File: src/sv/aip_pkg.sv
// aip_pkg: shared types and character constants for the ascii integer parser
// used by aip_step and ascii_integer_parser_core; depends on nothing
`default_nettype none

package aip_pkg;

  localparam int unsigned OFF_W = 12;

  typedef enum logic [5:0] {
    PH_DONE   = 6'b000001,
    PH_LEAD   = 6'b000010,
    PH_SIGNED = 6'b000100,
    PH_ZERO   = 6'b001000,
    PH_XPEND  = 6'b010000,
    PH_DIGITS = 6'b100000
  } phase_t;

  typedef struct packed {
    phase_t      phase;
    logic [63:0] acc;
    logic        neg;
    logic        seen;
    logic        ovf;
  } parse_state_t;

  typedef struct packed {
    logic [63:0]      value;
    logic             converted;
    logic [OFF_W-1:0] end_offset;
    logic             wrapped;
  } result_t;

  localparam logic       CFG_RADIX = 1'b0;
  localparam logic       CFG_MINUS = 1'b1;

  localparam logic [7:0] CH_PLUS   = 8'h2B;
  localparam logic [7:0] CH_MINUS  = 8'h2D;
  localparam logic [7:0] CH_ZERO   = 8'h30;
  localparam logic [7:0] CH_NINE   = 8'h39;
  localparam logic [7:0] CH_A_UP   = 8'h41;
  localparam logic [7:0] CH_F_UP   = 8'h46;
  localparam logic [7:0] CH_A_LO   = 8'h61;
  localparam logic [7:0] CH_F_LO   = 8'h66;
  localparam logic [7:0] CH_X_UP   = 8'h58;
  localparam logic [7:0] CH_X_LO   = 8'h78;
  localparam logic [7:0] CH_SPACE  = 8'h20;
  localparam logic [7:0] CH_TAB    = 8'h09;
  localparam logic [7:0] CH_NL     = 8'h0A;
  localparam logic [7:0] CH_VT     = 8'h0B;
  localparam logic [7:0] CH_FF     = 8'h0C;
  localparam logic [7:0] CH_CR     = 8'h0D;

  localparam logic [63:0] DEC_SAFE = 64'h1999999999999999;

endpackage

`default_nettype wire

File: src/sv/ascii_integer_parser_core.sv
// ascii_integer_parser_core: top level of the streaming ascii integer parser
// depends on aip_pkg and aip_step
//
// usage: characters of a zero-terminated string enter one per item on the in_ channel
// (valid/ready); in_string_start marks the first character and restarts the parse.
// leading whitespace, an optional sign and, in hex mode, a 0x prefix are taken, then
// digits are accumulated modulo 2^64. the first character not accepted produces one
// result item on the out_ channel: value, converted flag, end offset and wrap flag.
// later characters are dropped until the next string start.
// an accepted item is held in the input register, and the parse step between it and
// the result register loads any result it produces. throughput: one item per cycle,
// set by the single parse step, unless a waiting result stalls the input register.
// stall: while a result waits on out_ready, the input register still takes one item
// and keeps absorbing items that produce no result; only an item that would produce
// a second result holds in_ready low.
// reset: rst_n (synchronous) clears the parse state to waiting for a string start
// and sets radix_sixteen to 0, allow_minus to 1. cfg_ writes take effect next cycle.
`default_nettype none

module ascii_integer_parser_core #(
  parameter int unsigned OFFSET_LIMIT = 4095
) (
  input  wire logic        clk,
  input  wire logic        rst_n,
  input  wire logic        in_valid,
  output logic             in_ready,
  input  wire logic [7:0]  in_char_code,
  input  wire logic        in_string_start,
  output logic             out_valid,
  input  wire logic        out_ready,
  output logic [63:0]      out_parsed_value,
  output logic             out_converted,
  output logic [11:0]      out_end_offset,
  output logic             out_wrapped,
  input  wire logic        cfg_wr_en,
  input  wire logic        cfg_index,
  input  wire logic        cfg_wdata
);

  localparam int unsigned POS_W = $clog2(OFFSET_LIMIT + 1);

  logic                  radix_r;
  logic                  minus_r;
  logic                  s1_valid_r;
  logic [7:0]            s1_char_r;
  logic                  s1_start_r;
  aip_pkg::parse_state_t st_r;
  aip_pkg::parse_state_t st_nxt;
  logic [POS_W-1:0]      pos_r;
  logic [POS_W-1:0]      pos_nxt;
  logic                  emit;
  aip_pkg::result_t      res;
  aip_pkg::result_t      out_r;
  logic                  out_valid_r;
  logic                  out_free;
  logic                  s1_adv;

  aip_step #(
    .OFFSET_LIMIT (OFFSET_LIMIT),
    .POS_W        (POS_W)
  ) u_step (
    .st            (st_r),
    .pos           (pos_r),
    .char_code     (s1_char_r),
    .string_start  (s1_start_r),
    .radix_sixteen (radix_r),
    .allow_minus   (minus_r),
    .st_nxt        (st_nxt),
    .pos_nxt       (pos_nxt),
    .emit          (emit),
    .res           (res)
  );

  assign out_free = !out_valid_r || out_ready;
  assign s1_adv   = s1_valid_r && (!emit || out_free);
  assign in_ready = !s1_valid_r || s1_adv;

  always_ff @(posedge clk) begin
    if (!rst_n) begin
      radix_r <= 1'b0;
      minus_r <= 1'b1;
    end else if (cfg_wr_en) begin
      unique case (cfg_index)
        aip_pkg::CFG_RADIX: radix_r <= cfg_wdata;
        aip_pkg::CFG_MINUS: minus_r <= cfg_wdata;
        default: ;
      endcase
    end
  end

  always_ff @(posedge clk) begin
    if (!rst_n) begin
      s1_valid_r <= 1'b0;
    end else if (in_ready) begin
      s1_valid_r <= in_valid;
    end
  end

  always_ff @(posedge clk) begin
    if (in_ready && in_valid) begin
      s1_char_r  <= in_char_code;
      s1_start_r <= in_string_start;
    end
  end

  always_ff @(posedge clk) begin
    if (!rst_n) begin
      st_r.phase <= aip_pkg::PH_DONE;
      st_r.acc   <= 64'd0;
      st_r.neg   <= 1'b0;
      st_r.seen  <= 1'b0;
      st_r.ovf   <= 1'b0;
      pos_r      <= '0;
    end else if (s1_adv) begin
      st_r  <= st_nxt;
      pos_r <= pos_nxt;
    end
  end

  always_ff @(posedge clk) begin
    if (!rst_n) begin
      out_valid_r <= 1'b0;
    end else if (s1_adv && emit) begin
      out_valid_r <= 1'b1;
    end else if (out_ready) begin
      out_valid_r <= 1'b0;
    end
  end

  always_ff @(posedge clk) begin
    if (s1_adv && emit) begin
      out_r <= res;
    end
  end

  assign out_valid        = out_valid_r;
  assign out_parsed_value = out_r.value;
  assign out_converted    = out_r.converted;
  assign out_end_offset   = out_r.end_offset;
  assign out_wrapped      = out_r.wrapped;

  a_no_digit_offset: assert property (@(posedge clk) disable iff (!rst_n)
    out_valid_r && !out_r.converted |-> out_r.end_offset == '0 && out_r.value == 64'd0)
    else $error("result without digits carries offset or value");

  a_emit_done: assert property (@(posedge clk) disable iff (!rst_n)
    s1_adv && emit |=> st_r.phase == aip_pkg::PH_DONE)
    else $error("parse not finished after result");

  a_pos_limit: assert property (@(posedge clk) disable iff (!rst_n)
    pos_r <= POS_W'(OFFSET_LIMIT))
    else $error("character position above limit");

  a_stall_cause: assert property (@(posedge clk) disable iff (!rst_n)
    s1_valid_r && !s1_adv |-> out_valid_r && !out_ready && emit)
    else $error("input stage held without a pending result");

  a_result_load: assert property (@(posedge clk) disable iff (!rst_n)
    !out_valid_r && !$past(s1_adv && emit) && $past(rst_n) |-> !$rose(out_valid_r))
    else $error("result appeared without a finished parse");

endmodule

`default_nettype wire

File: src/sv/aip_step.sv
// aip_step: one parse step, classifies a character and computes next state and result
// depends on aip_pkg
`default_nettype none

module aip_step #(
  parameter int unsigned OFFSET_LIMIT = 4095,
  parameter int unsigned POS_W        = 12
) (
  input  aip_pkg::parse_state_t st,
  input  logic [POS_W-1:0]      pos,
  input  logic [7:0]            char_code,
  input  logic                  string_start,
  input  logic                  radix_sixteen,
  input  logic                  allow_minus,
  output aip_pkg::parse_state_t st_nxt,
  output logic [POS_W-1:0]      pos_nxt,
  output logic                  emit,
  output aip_pkg::result_t      res
);

  localparam logic [POS_W-1:0] POS_LIM = POS_W'(OFFSET_LIMIT);
  localparam int unsigned      EXT_W   = POS_W + aip_pkg::OFF_W;

  function automatic logic [POS_W-1:0] pos_inc(input logic [POS_W-1:0] p);
    pos_inc = (p == POS_LIM) ? p : p + 1'b1;
  endfunction

  aip_pkg::parse_state_t st_e;
  logic [POS_W-1:0]      pos_e;
  logic [POS_W-1:0]      cur;
  logic [POS_W-1:0]      end_idx;
  logic [EXT_W-1:0]      end_ext;
  logic                  is_blank;
  logic                  is_x;
  logic                  is_dig;
  logic [3:0]            dval;
  logic [7:0]            dsub;
  logic [63:0]           acc_new;
  logic                  ovf_new;
  logic                  fall;
  logic                  lead_zero;

  // digit classify
  always_comb begin
    is_dig = 1'b0;
    dsub   = 8'h00;
    if (char_code >= aip_pkg::CH_ZERO && char_code <= aip_pkg::CH_NINE) begin
      is_dig = 1'b1;
      dsub   = char_code - aip_pkg::CH_ZERO;
    end else if (radix_sixteen && char_code >= aip_pkg::CH_A_UP &&
                 char_code <= aip_pkg::CH_F_UP) begin
      is_dig = 1'b1;
      dsub   = char_code - aip_pkg::CH_A_UP + 8'd10;
    end else if (radix_sixteen && char_code >= aip_pkg::CH_A_LO &&
                 char_code <= aip_pkg::CH_F_LO) begin
      is_dig = 1'b1;
      dsub   = char_code - aip_pkg::CH_A_LO + 8'd10;
    end
    dval = dsub[3:0];
  end

  assign is_blank = char_code inside {aip_pkg::CH_SPACE, aip_pkg::CH_TAB, aip_pkg::CH_NL,
                                      aip_pkg::CH_VT, aip_pkg::CH_FF, aip_pkg::CH_CR};
  assign is_x     = (char_code == aip_pkg::CH_X_LO) || (char_code == aip_pkg::CH_X_UP);

  // effective state after an optional restart
  always_comb begin
    if (string_start) begin
      st_e.phase = aip_pkg::PH_LEAD;
      st_e.acc   = 64'd0;
      st_e.neg   = 1'b0;
      st_e.seen  = 1'b0;
      st_e.ovf   = 1'b0;
      pos_e      = '0;
      cur        = '0;
    end else begin
      st_e  = st;
      pos_e = pos;
      cur   = (st.phase == aip_pkg::PH_XPEND) ? pos_inc(pos) : pos;
    end
  end

  // shift-add accumulate
  always_comb begin
    if (radix_sixteen) begin
      ovf_new = st_e.ovf | (st_e.acc[63:60] != 4'd0);
      acc_new = {st_e.acc[59:0], dval};
    end else begin
      ovf_new = st_e.ovf | (st_e.acc > aip_pkg::DEC_SAFE) |
                ((st_e.acc == aip_pkg::DEC_SAFE) && (dval > 4'd5));
      acc_new = {st_e.acc[60:0], 3'b000} + {st_e.acc[62:0], 1'b0} + {60'd0, dval};
    end
  end

  assign lead_zero = radix_sixteen && (char_code == aip_pkg::CH_ZERO) &&
                     ((st_e.phase == aip_pkg::PH_LEAD) || (st_e.phase == aip_pkg::PH_SIGNED));

  always_comb begin
    st_nxt  = st_e;
    pos_nxt = pos_e;
    emit    = 1'b0;
    end_idx = cur;
    fall    = 1'b0;
    if (string_start || st.phase != aip_pkg::PH_DONE) begin
      unique case (st_e.phase)
        aip_pkg::PH_LEAD: begin
          if (is_blank) begin
            pos_nxt = pos_inc(cur);
          end else if (char_code == aip_pkg::CH_PLUS) begin
            st_nxt.phase = aip_pkg::PH_SIGNED;
            pos_nxt      = pos_inc(cur);
          end else if (char_code == aip_pkg::CH_MINUS && allow_minus) begin
            st_nxt.phase = aip_pkg::PH_SIGNED;
            st_nxt.neg   = 1'b1;
            pos_nxt      = pos_inc(cur);
          end else begin
            fall = 1'b1;
          end
        end
        aip_pkg::PH_ZERO: begin
          if (radix_sixteen && is_x) begin
            st_nxt.phase = aip_pkg::PH_XPEND;
            pos_nxt      = cur;
          end else begin
            fall = 1'b1;
          end
        end
        aip_pkg::PH_XPEND: begin
          if (!is_dig) begin
            emit         = 1'b1;
            end_idx      = pos_e;
            st_nxt.phase = aip_pkg::PH_DONE;
          end else begin
            st_nxt.acc   = acc_new;
            st_nxt.ovf   = ovf_new;
            st_nxt.seen  = 1'b1;
            st_nxt.phase = aip_pkg::PH_DIGITS;
            pos_nxt      = pos_inc(cur);
          end
        end
        default: begin
          fall = 1'b1;
        end
      endcase
      if (fall) begin
        if (!is_dig) begin
          emit         = 1'b1;
          st_nxt.phase = aip_pkg::PH_DONE;
        end else begin
          st_nxt.acc   = acc_new;
          st_nxt.ovf   = ovf_new;
          st_nxt.seen  = 1'b1;
          st_nxt.phase = lead_zero ? aip_pkg::PH_ZERO : aip_pkg::PH_DIGITS;
          pos_nxt      = pos_inc(cur);
        end
      end
    end
  end

  assign end_ext       = {{aip_pkg::OFF_W{1'b0}}, end_idx};
  assign res.value     = st_e.neg ? (64'd0 - st_e.acc) : st_e.acc;
  assign res.converted = st_e.seen;
  assign res.end_offset = st_e.seen ? end_ext[aip_pkg::OFF_W-1:0] : '0;
  assign res.wrapped   = st_e.ovf;

endmodule

`default_nettype wire
File: config.mk
export PLATFORM = sky130hd
export DESIGN_NAME = ascii_integer_parser_core
export DESIGN_NICKNAME = d
export VERILOG_FILES = /design/src/sv/aip_pkg.sv /design/src/sv/ascii_integer_parser_core.sv /design/src/sv/aip_step.sv
export SDC_FILE = /design/constraint.sdc
export NUM_CORES = 1
export LEC_CHECK = 0
export ABC_AREA = 1
export BUFFER_PORTS_ARGS = -buffer_cell sky130_fd_sc_hd__buf_2
export CORE_AREA = 2 2 185 187
export DETAILED_ROUTE_END_ITERATION = 12
export DIE_AREA = 0 0 187 189
export HOLD_SLACK_MARGIN = 0.12
export PLACE_DENSITY = 0.81
export SKIP_CTS_REPAIR_TIMING = 1
export SYNTH_ARGS = -nofsm -noshare
export SYNTH_HDL_FRONTEND = slang
export SYNTH_HIERARCHICAL = 1
export SYNTH_SLANG_ARGS = --single-unit
File: constraint.sdc
create_clock -name clk -period 6.18 [get_ports clk]
set_clock_uncertainty 0.2 [all_clocks]
set_input_delay 1.236 -clock clk [delete_from_list [all_inputs] [get_ports clk]]
set_output_delay 1.236 -clock clk [all_outputs]
set_load 0.01 [all_outputs]
==> impl_metrics.toml, run 1 <==
[route]
drt_iter0_drc = 2696
via_density_per_instance = 5.91
route.final.wire_length_um = 65900
first_pass_iters = 6
wire_length_per_cell_after_detailed_routing_um = 19.2
dr_total_vias = 20300
drc = 0
postRouteAntennaNets = 0

[power_and_ir_drop]
cellInternalPower_w = 0.00210
netSwitchingPower_w = 0.00113
irDropWorstVdd_mv = 0.205
seq_power_share = 0.418
power.total_w = 0.00323
power.switching_fraction = 0.350
share_clk_of_total_power = 0.337
power_leakage_nw = 9.66
share_comb_of_total_power = 0.245
pwr_density_cell_nw_per_um2 = 167

[placed_design]
detailedPlace.worstSlack_ps = 563
io_buffers = 95
gp_congestion = 1.04
detailedPlacementHpwl_um = 50400

[die]
fp.dieArea_um2 = 35300
die_h_um = 189
io_pins = 96
starting_density = 0.542
placement_rows = 67
fp.dieW_um = 187
coreArea_um2 = 33300

[critical_path]
rrSetupSlack_ps = 540
crit_path_top_delay_cell = "sky130_fd_sc_hd__o21ai_0"
worstPathRequired_ps = 6320
crit_fanout = 6
worstSetupStartpointType = "flop"
timing_worst_setup_path_type = "flop to flop"
cpMostUsedCell = "sky130_fd_sc_hd__nand2_1"
crit_arrival_ps = 5790
crit_path_start = "s1_char_r[0]"
worst-path-buf-inv = 6
end_kind = "flop"
worst_path_dominant_cell_family = "simple AND/OR/NAND/NOR gates"
crit_path_max_incr_delay_ps = 620
worst_r2r_startpoint = "s1_char_r[0]"

[layout]
most-common-layout-cells = "664 x sky130_fd_sc_hd__nand2_1, 453 x sky130_fd_sc_hd__inv_1, 384 x sky130_fd_sc_hd__nor2_1"
final_net_count = 3116
final.fill_count = 3370
insertedDiodeCount = 0
share_of_layout_cells_above_drive_strength_1 = 0.0741
layout_stage_area_growth_over_the_synthesis_result_pct = 7.16
layout.cells.most_common = "sky130_fd_sc_hd__nand2_1"

[cts]
tritoncts = "yes"
worst_setup_hold_path_clk_slew_ps = 70
cts_num_sinks = 176
cts_made_buffers = 17
clock_insertion_delay_worst_skew_ps = 460
ctsHtreeMaxLevel = 4
clock_tree.buffer_depth = 2
root_buffer = "sky130_fd_sc_hd__clkbuf_16"

[sta]
minimum_period_implied_by_the_final_worst_setup_slack_ps = 5640
fmax_ghz = 0.177
final_min_period_over_clock_period = 0.913
layout_setup_ws_ps = 535
maxSlewHeadroom = 0.182
grt_setup_unrepaired = "no"
hold_violations = 0
setup_viol_count_final = 0
timing.setup.tns_ps = 0
timing.final.max_slew_violations = 0
fin_hold_ws_ps = 291
max_slew.worst_pin.slew_ps = 1230

[global_route]
grt_overflow = 0
grt_start_max_net_pins = 93
first_pass_grt_wire_length_um = 103000
grt_antenna_before_repair = 0
groute.usage.overall = 0.368
via_count_of_the_first_global_routing_pass = 18400

[synth]
synth_flop_cell = "sky130_fd_sc_hd__dfxtp_1"
synth.ff_latch_count = 176
syn_avg_cell_area_um2 = 6.14
asyncSetResetFlopFracSynth = 0
number_of_synthesized_flops_with_an_enable_pin = 87
post_synthesis_net_count = 3085
synthDistinctLibCells = 57
synth.yosys.seq_area_share = 0.244
synth.cell_area_um2 = 18000
syn-instance-count = 2937
ys_warn_count = 6

[run]
cap_viol_max_count = 0

[hold_path]
hold_path.class = "flop to flop"
hold_start = "st_r[63]"

[run_status]
outcome = "completed"
[cell usage after synthesis (40+ instances only)]
| cell | number | area (um2) |
|---|---|---|
| sky130_fd_sc_hd__nand2_1 | 664 | 2490 |
| sky130_fd_sc_hd__inv_1 | 455 | 1710 |
| sky130_fd_sc_hd__nor2_1 | 385 | 1450 |
| sky130_fd_sc_hd__a21oi_1 | 257 | 1290 |
| sky130_fd_sc_hd__nand3_1 | 220 | 1100 |
| sky130_fd_sc_hd__o21ai_0 | 200 | 1000 |
| sky130_fd_sc_hd__ha_1 | 131 | 1640 |
| sky130_fd_sc_hd__dfxtp_1 | 89 | 1780 |
| sky130_fd_sc_hd__edfxtp_1 | 87 | 2610 |
| sky130_fd_sc_hd__clkbuf_1 | 54 | 203 |
| sky130_fd_sc_hd__xor2_1 | 43 | 377 |
| sky130_fd_sc_hd__nand4_1 | 40 | 250 |
[final cells by class]
type,instances,area (um2),share of cell area
repair buffers,117,653,0.0338
flip-flops and latches,176,4400,0.228
inverters,467,1750,0.0908
multi-input cells,2189,11400,0.590
clock buffers,20,437,0.0226
well taps,448,561,0.0290
clock inverters,12,125,0.00648
[worst min-delay path: cells and delay by family (launching register included)]
kind / cells / cell delay, ps
flip-flops: 1 / 330
AND/OR/NAND/NOR: 1 / 80
AO/OA/AOI/OAI: 1 / 40
[cell families (layout without fill, tap and decap cells)]
| logic type | Yosys count | after routing | synth area share |
|---|---|---|---|
| fa+ha+maj | 132 | 132 | 0.0920 |
| buf+inv | 572 | 616 | 0.125 |
| compound gates | 584 | 584 | 0.179 |
| simple gates | 1422 | 1422 | 0.335 |
| flops | 176 | 176 | 0.244 |
| xor+xnor | 50 | 50 | 0.0243 |
| mux | 1 | 1 | 0.000555 |
[per-stage QoR]
| step | cells | instance area (um2) | utilization |
|---|---|---|---|
| floorplan | 2937 | 18000 | - |
| global placement | 3397 | 18800 | 0.564 |
| detailed placement | 3397 | 18800 | 0.564 |
| CTS | 3429 | 19300 | 0.581 |
| global route | 3429 | 19300 | 0.581 |
| finish | 3429 | 19300 | 0.581 |
[sequential cells by signal, indices dropped and copies added (netlist names), 8 cells and up]
register	count
st_r	73
out_parsed_value	64
out_end_offset	12
pos_r	12
s1_char_r	8
[power by group through the flow]
stage               combinational [W]  sequential (W)  clock, W
finish                       0.000792         0.00135   0.00109
global route                 0.000868         0.00136   0.00114
CTS                          0.000768         0.00135   0.00110
detailed placement           0.000765         0.00137         0
global placement             0.000752         0.00137         0
floorplan                    0.000546         0.00136         0
[final timing paths]
path | end | cells after the start
max | st_r[55] | 30
min reg2reg | st_r[63] | 2
max reg2reg | st_r[55] | 30
min | st_r[63] | 2
[layer usage]
layer | GRT usage | vias up | wire length [um]
met1 | 0.498 | 9327 | 28000
met4 | 0.147 | 0 | 2530
met3 | 0.0597 | 166 | 6270
met5 | 0 | - | 0
met2 | 0.586 | 1093 | 29100
li1 | - | 9675 | -
Power figures use the tool's default switching activity.
==> inputs of run 2 (changes only) <==
Settings changed: CELL_PAD_IN_SITES_DETAIL_PLACEMENT set to 1, CELL_PAD_IN_SITES_GLOBAL_PLACEMENT set to 1, CORE_AREA 2 2 185 187 to 2 2 204 206, DIE_AREA 0 0 187 189 to 0 0 206 208, PLACE_DENSITY 0.81 to 0.91.
==> run 2 against run 1 <==
Effect of this change:
- first-iteration DRC count decreased by 35%
- wire length grew 14%
- worst setup slack improved by 170 ps
- clock-buffer cell count fell by 2
- critical path depth stayed put
- cell count increased by 2.4%
- flip-flop and latch count unchanged
==> impl_metrics.toml, run 2 (same netlist as run 1, synthesis figures left out) <==
[run_status]
outcome = "completed"

[placed_design]
gp_congestion = 1.01
placed_cells = 3479
io_buffers = 95
detailedPlacementHpwl_um = 58000

[die]
fp.dieArea_um2 = 42800
starting_density = 0.445
die_h_um = 208
io_pins = 96
coreArea_um2 = 40600
placement_rows = 74
fp.dieW_um = 206

[critical_path]
crit_path_max_incr_delay_ps = 540
worst_r2r_startpoint = "s1_char_r[0]"
crit_path_top_delay_cell = "sky130_fd_sc_hd__o21ai_0"
end_kind = "flop"
cpMostUsedCell = "sky130_fd_sc_hd__nand2_1"
worstPathRequired_ps = 6340
timing_worst_setup_path_type = "flop to flop"
crit_path_start = "s1_char_r[0]"
worstSetupStartpointType = "flop"
crit_arrival_ps = 5640
crit_fanout = 6

[cts]
root_buffer = "sky130_fd_sc_hd__clkbuf_16"
cts_made_buffers = 17
clock_insertion_delay_worst_skew_ps = 480
cts_num_sinks = 176
worst_setup_hold_path_clk_slew_ps = 70
tritoncts = "yes"
clock_tree.buffer_depth = 2
ctsHtreeMaxLevel = 4

[sta]
minimum_period_implied_by_the_final_worst_setup_slack_ps = 5470
maxSlewHeadroom = 0.315
fmax_ghz = 0.183
final_min_period_over_clock_period = 0.886
setup_viol_count_final = 0
grt_setup_unrepaired = "no"
hold_violations = 0
max_slew.worst_pin.slew_ps = 1020
timing.final.max_slew_violations = 0
timing.setup.tns_ps = 0

[layout]
layout.cells.non_filler = 3511
final_net_count = 3114
largest_register_ffs = 73
layout_stage_area_growth_over_the_synthesis_result_pct = 7.83
top_register = "st_r"
insertedDiodeCount = 0
most-common-layout-cells = "664 x sky130_fd_sc_hd__nand2_1, 452 x sky130_fd_sc_hd__inv_1, 384 x sky130_fd_sc_hd__nor2_1"
share_of_layout_cells_above_drive_strength_1 = 0.0742
layout.cells.most_common = "sky130_fd_sc_hd__nand2_1"

[global_route]
first_pass_grt_wire_length_um = 118000
groute.usage.overall = 0.352
grt_overflow = 0
via_count_of_the_first_global_routing_pass = 20800
grt_start_max_net_pins = 87
grt_antenna_before_repair = 3

[route]
route.final.wire_length_um = 75200
dr_total_vias = 20600
postRouteAntennaNets = 0
first_pass_iters = 6
wire_length_per_cell_after_detailed_routing_um = 21.4
drt_iter0_drc = 1742
via_density_per_instance = 5.87
drc = 0

[power_and_ir_drop]
power_leakage_nw = 9.65
netSwitchingPower_w = 0.00119
share_comb_of_total_power = 0.254
seq_power_share = 0.409
cellInternalPower_w = 0.00210
share_clk_of_total_power = 0.337
irDropWorstVdd_mv = 0.137
pwr_density_cell_nw_per_um2 = 169
power.switching_fraction = 0.361

[hold_path]
hold_path.class = "flop to flop"
hold_start = "st_r[36]"

[run]
cap_viol_max_count = 0
run 2: cell count changes in the layout (fill, tap and decap cells not counted), sizes merged:
cell | previous run | this run
clkinvlp | 0 | 1
clkinv | 6 | 7
clkbuf | 20 | 18
buf | 117 | 115
run 2: worst max-delay path, delay by kind of cell, from the launching register on:
kind                       cells  cell delay [ps]
AOI/OAI and AO/OA              4             1110
adders and majority gates      4             1070
buffers and inverters          6              550
DFF                            1              470
and+or+nand+nor               16             1950
run 2: path summary, 6_finish.rpt:
kind               to  slack (ps)  cells after the start
max          st_r[55]         710                     30
min          st_r[36]         290                      2
max reg2reg  st_r[55]         710                     30
min reg2reg  st_r[36]         290                      2
run 2: stage by stage:
step / instance area [um2] / setup slack [ps] / hold slack, ps / utilization / total power [W]
after floorplan: 18000 / 1710 / 249 / - / 0.00191
after CTS: 19400 / 799 / 296 / 0.479 / 0.00329
final: 19400 / 706 / 294 / 0.479 / 0.00329
after global routing: 19400 / 166 / 319 / 0.479 / 0.00343
after detailed placement: 18900 / 795 / 275 / 0.465 / 0.00218
after global placement: 18900 / 1190 / 262 / 0.465 / 0.00214
run 2: cell type report:
type                            count  area, um2
Inverter                          467       1750
Multi-Input combinational cell   2189      11400
Sequential cell                   176       4400
Timing Repair Buffer              115        651
Tap cell                          532        666
Clock inverter                     14        141
Clock buffer                       18        429
Fill cell                        5709      21100
run 2: metal layers:
layer | up-vias | track usage | share of wire
li1 | 9656 | - | -
met1 | 10100 | 0.459 | 0.43
met2 | 684 | 0.580 | 0.47
met3 | 169 | 0.0540 | 0.062
met4 | 4 | 0.138 | 0.036
met5 | - | 0 | 0.00029
run 2: power by group through the flow:
| stage | sequential (W) | clock (W) | combinational (W) |
|---|---|---|---|
| final | 0.00135 | 0.00111 | 0.000834 |
| after CTS | 0.00134 | 0.00113 | 0.000816 |
| after detailed placement | 0.00137 | 0 | 0.000809 |
| after floorplan | 0.00136 | 0 | 0.000546 |
| after global placement | 0.00137 | 0 | 0.000776 |
| after global routing | 0.00135 | 0.00117 | 0.000916 |
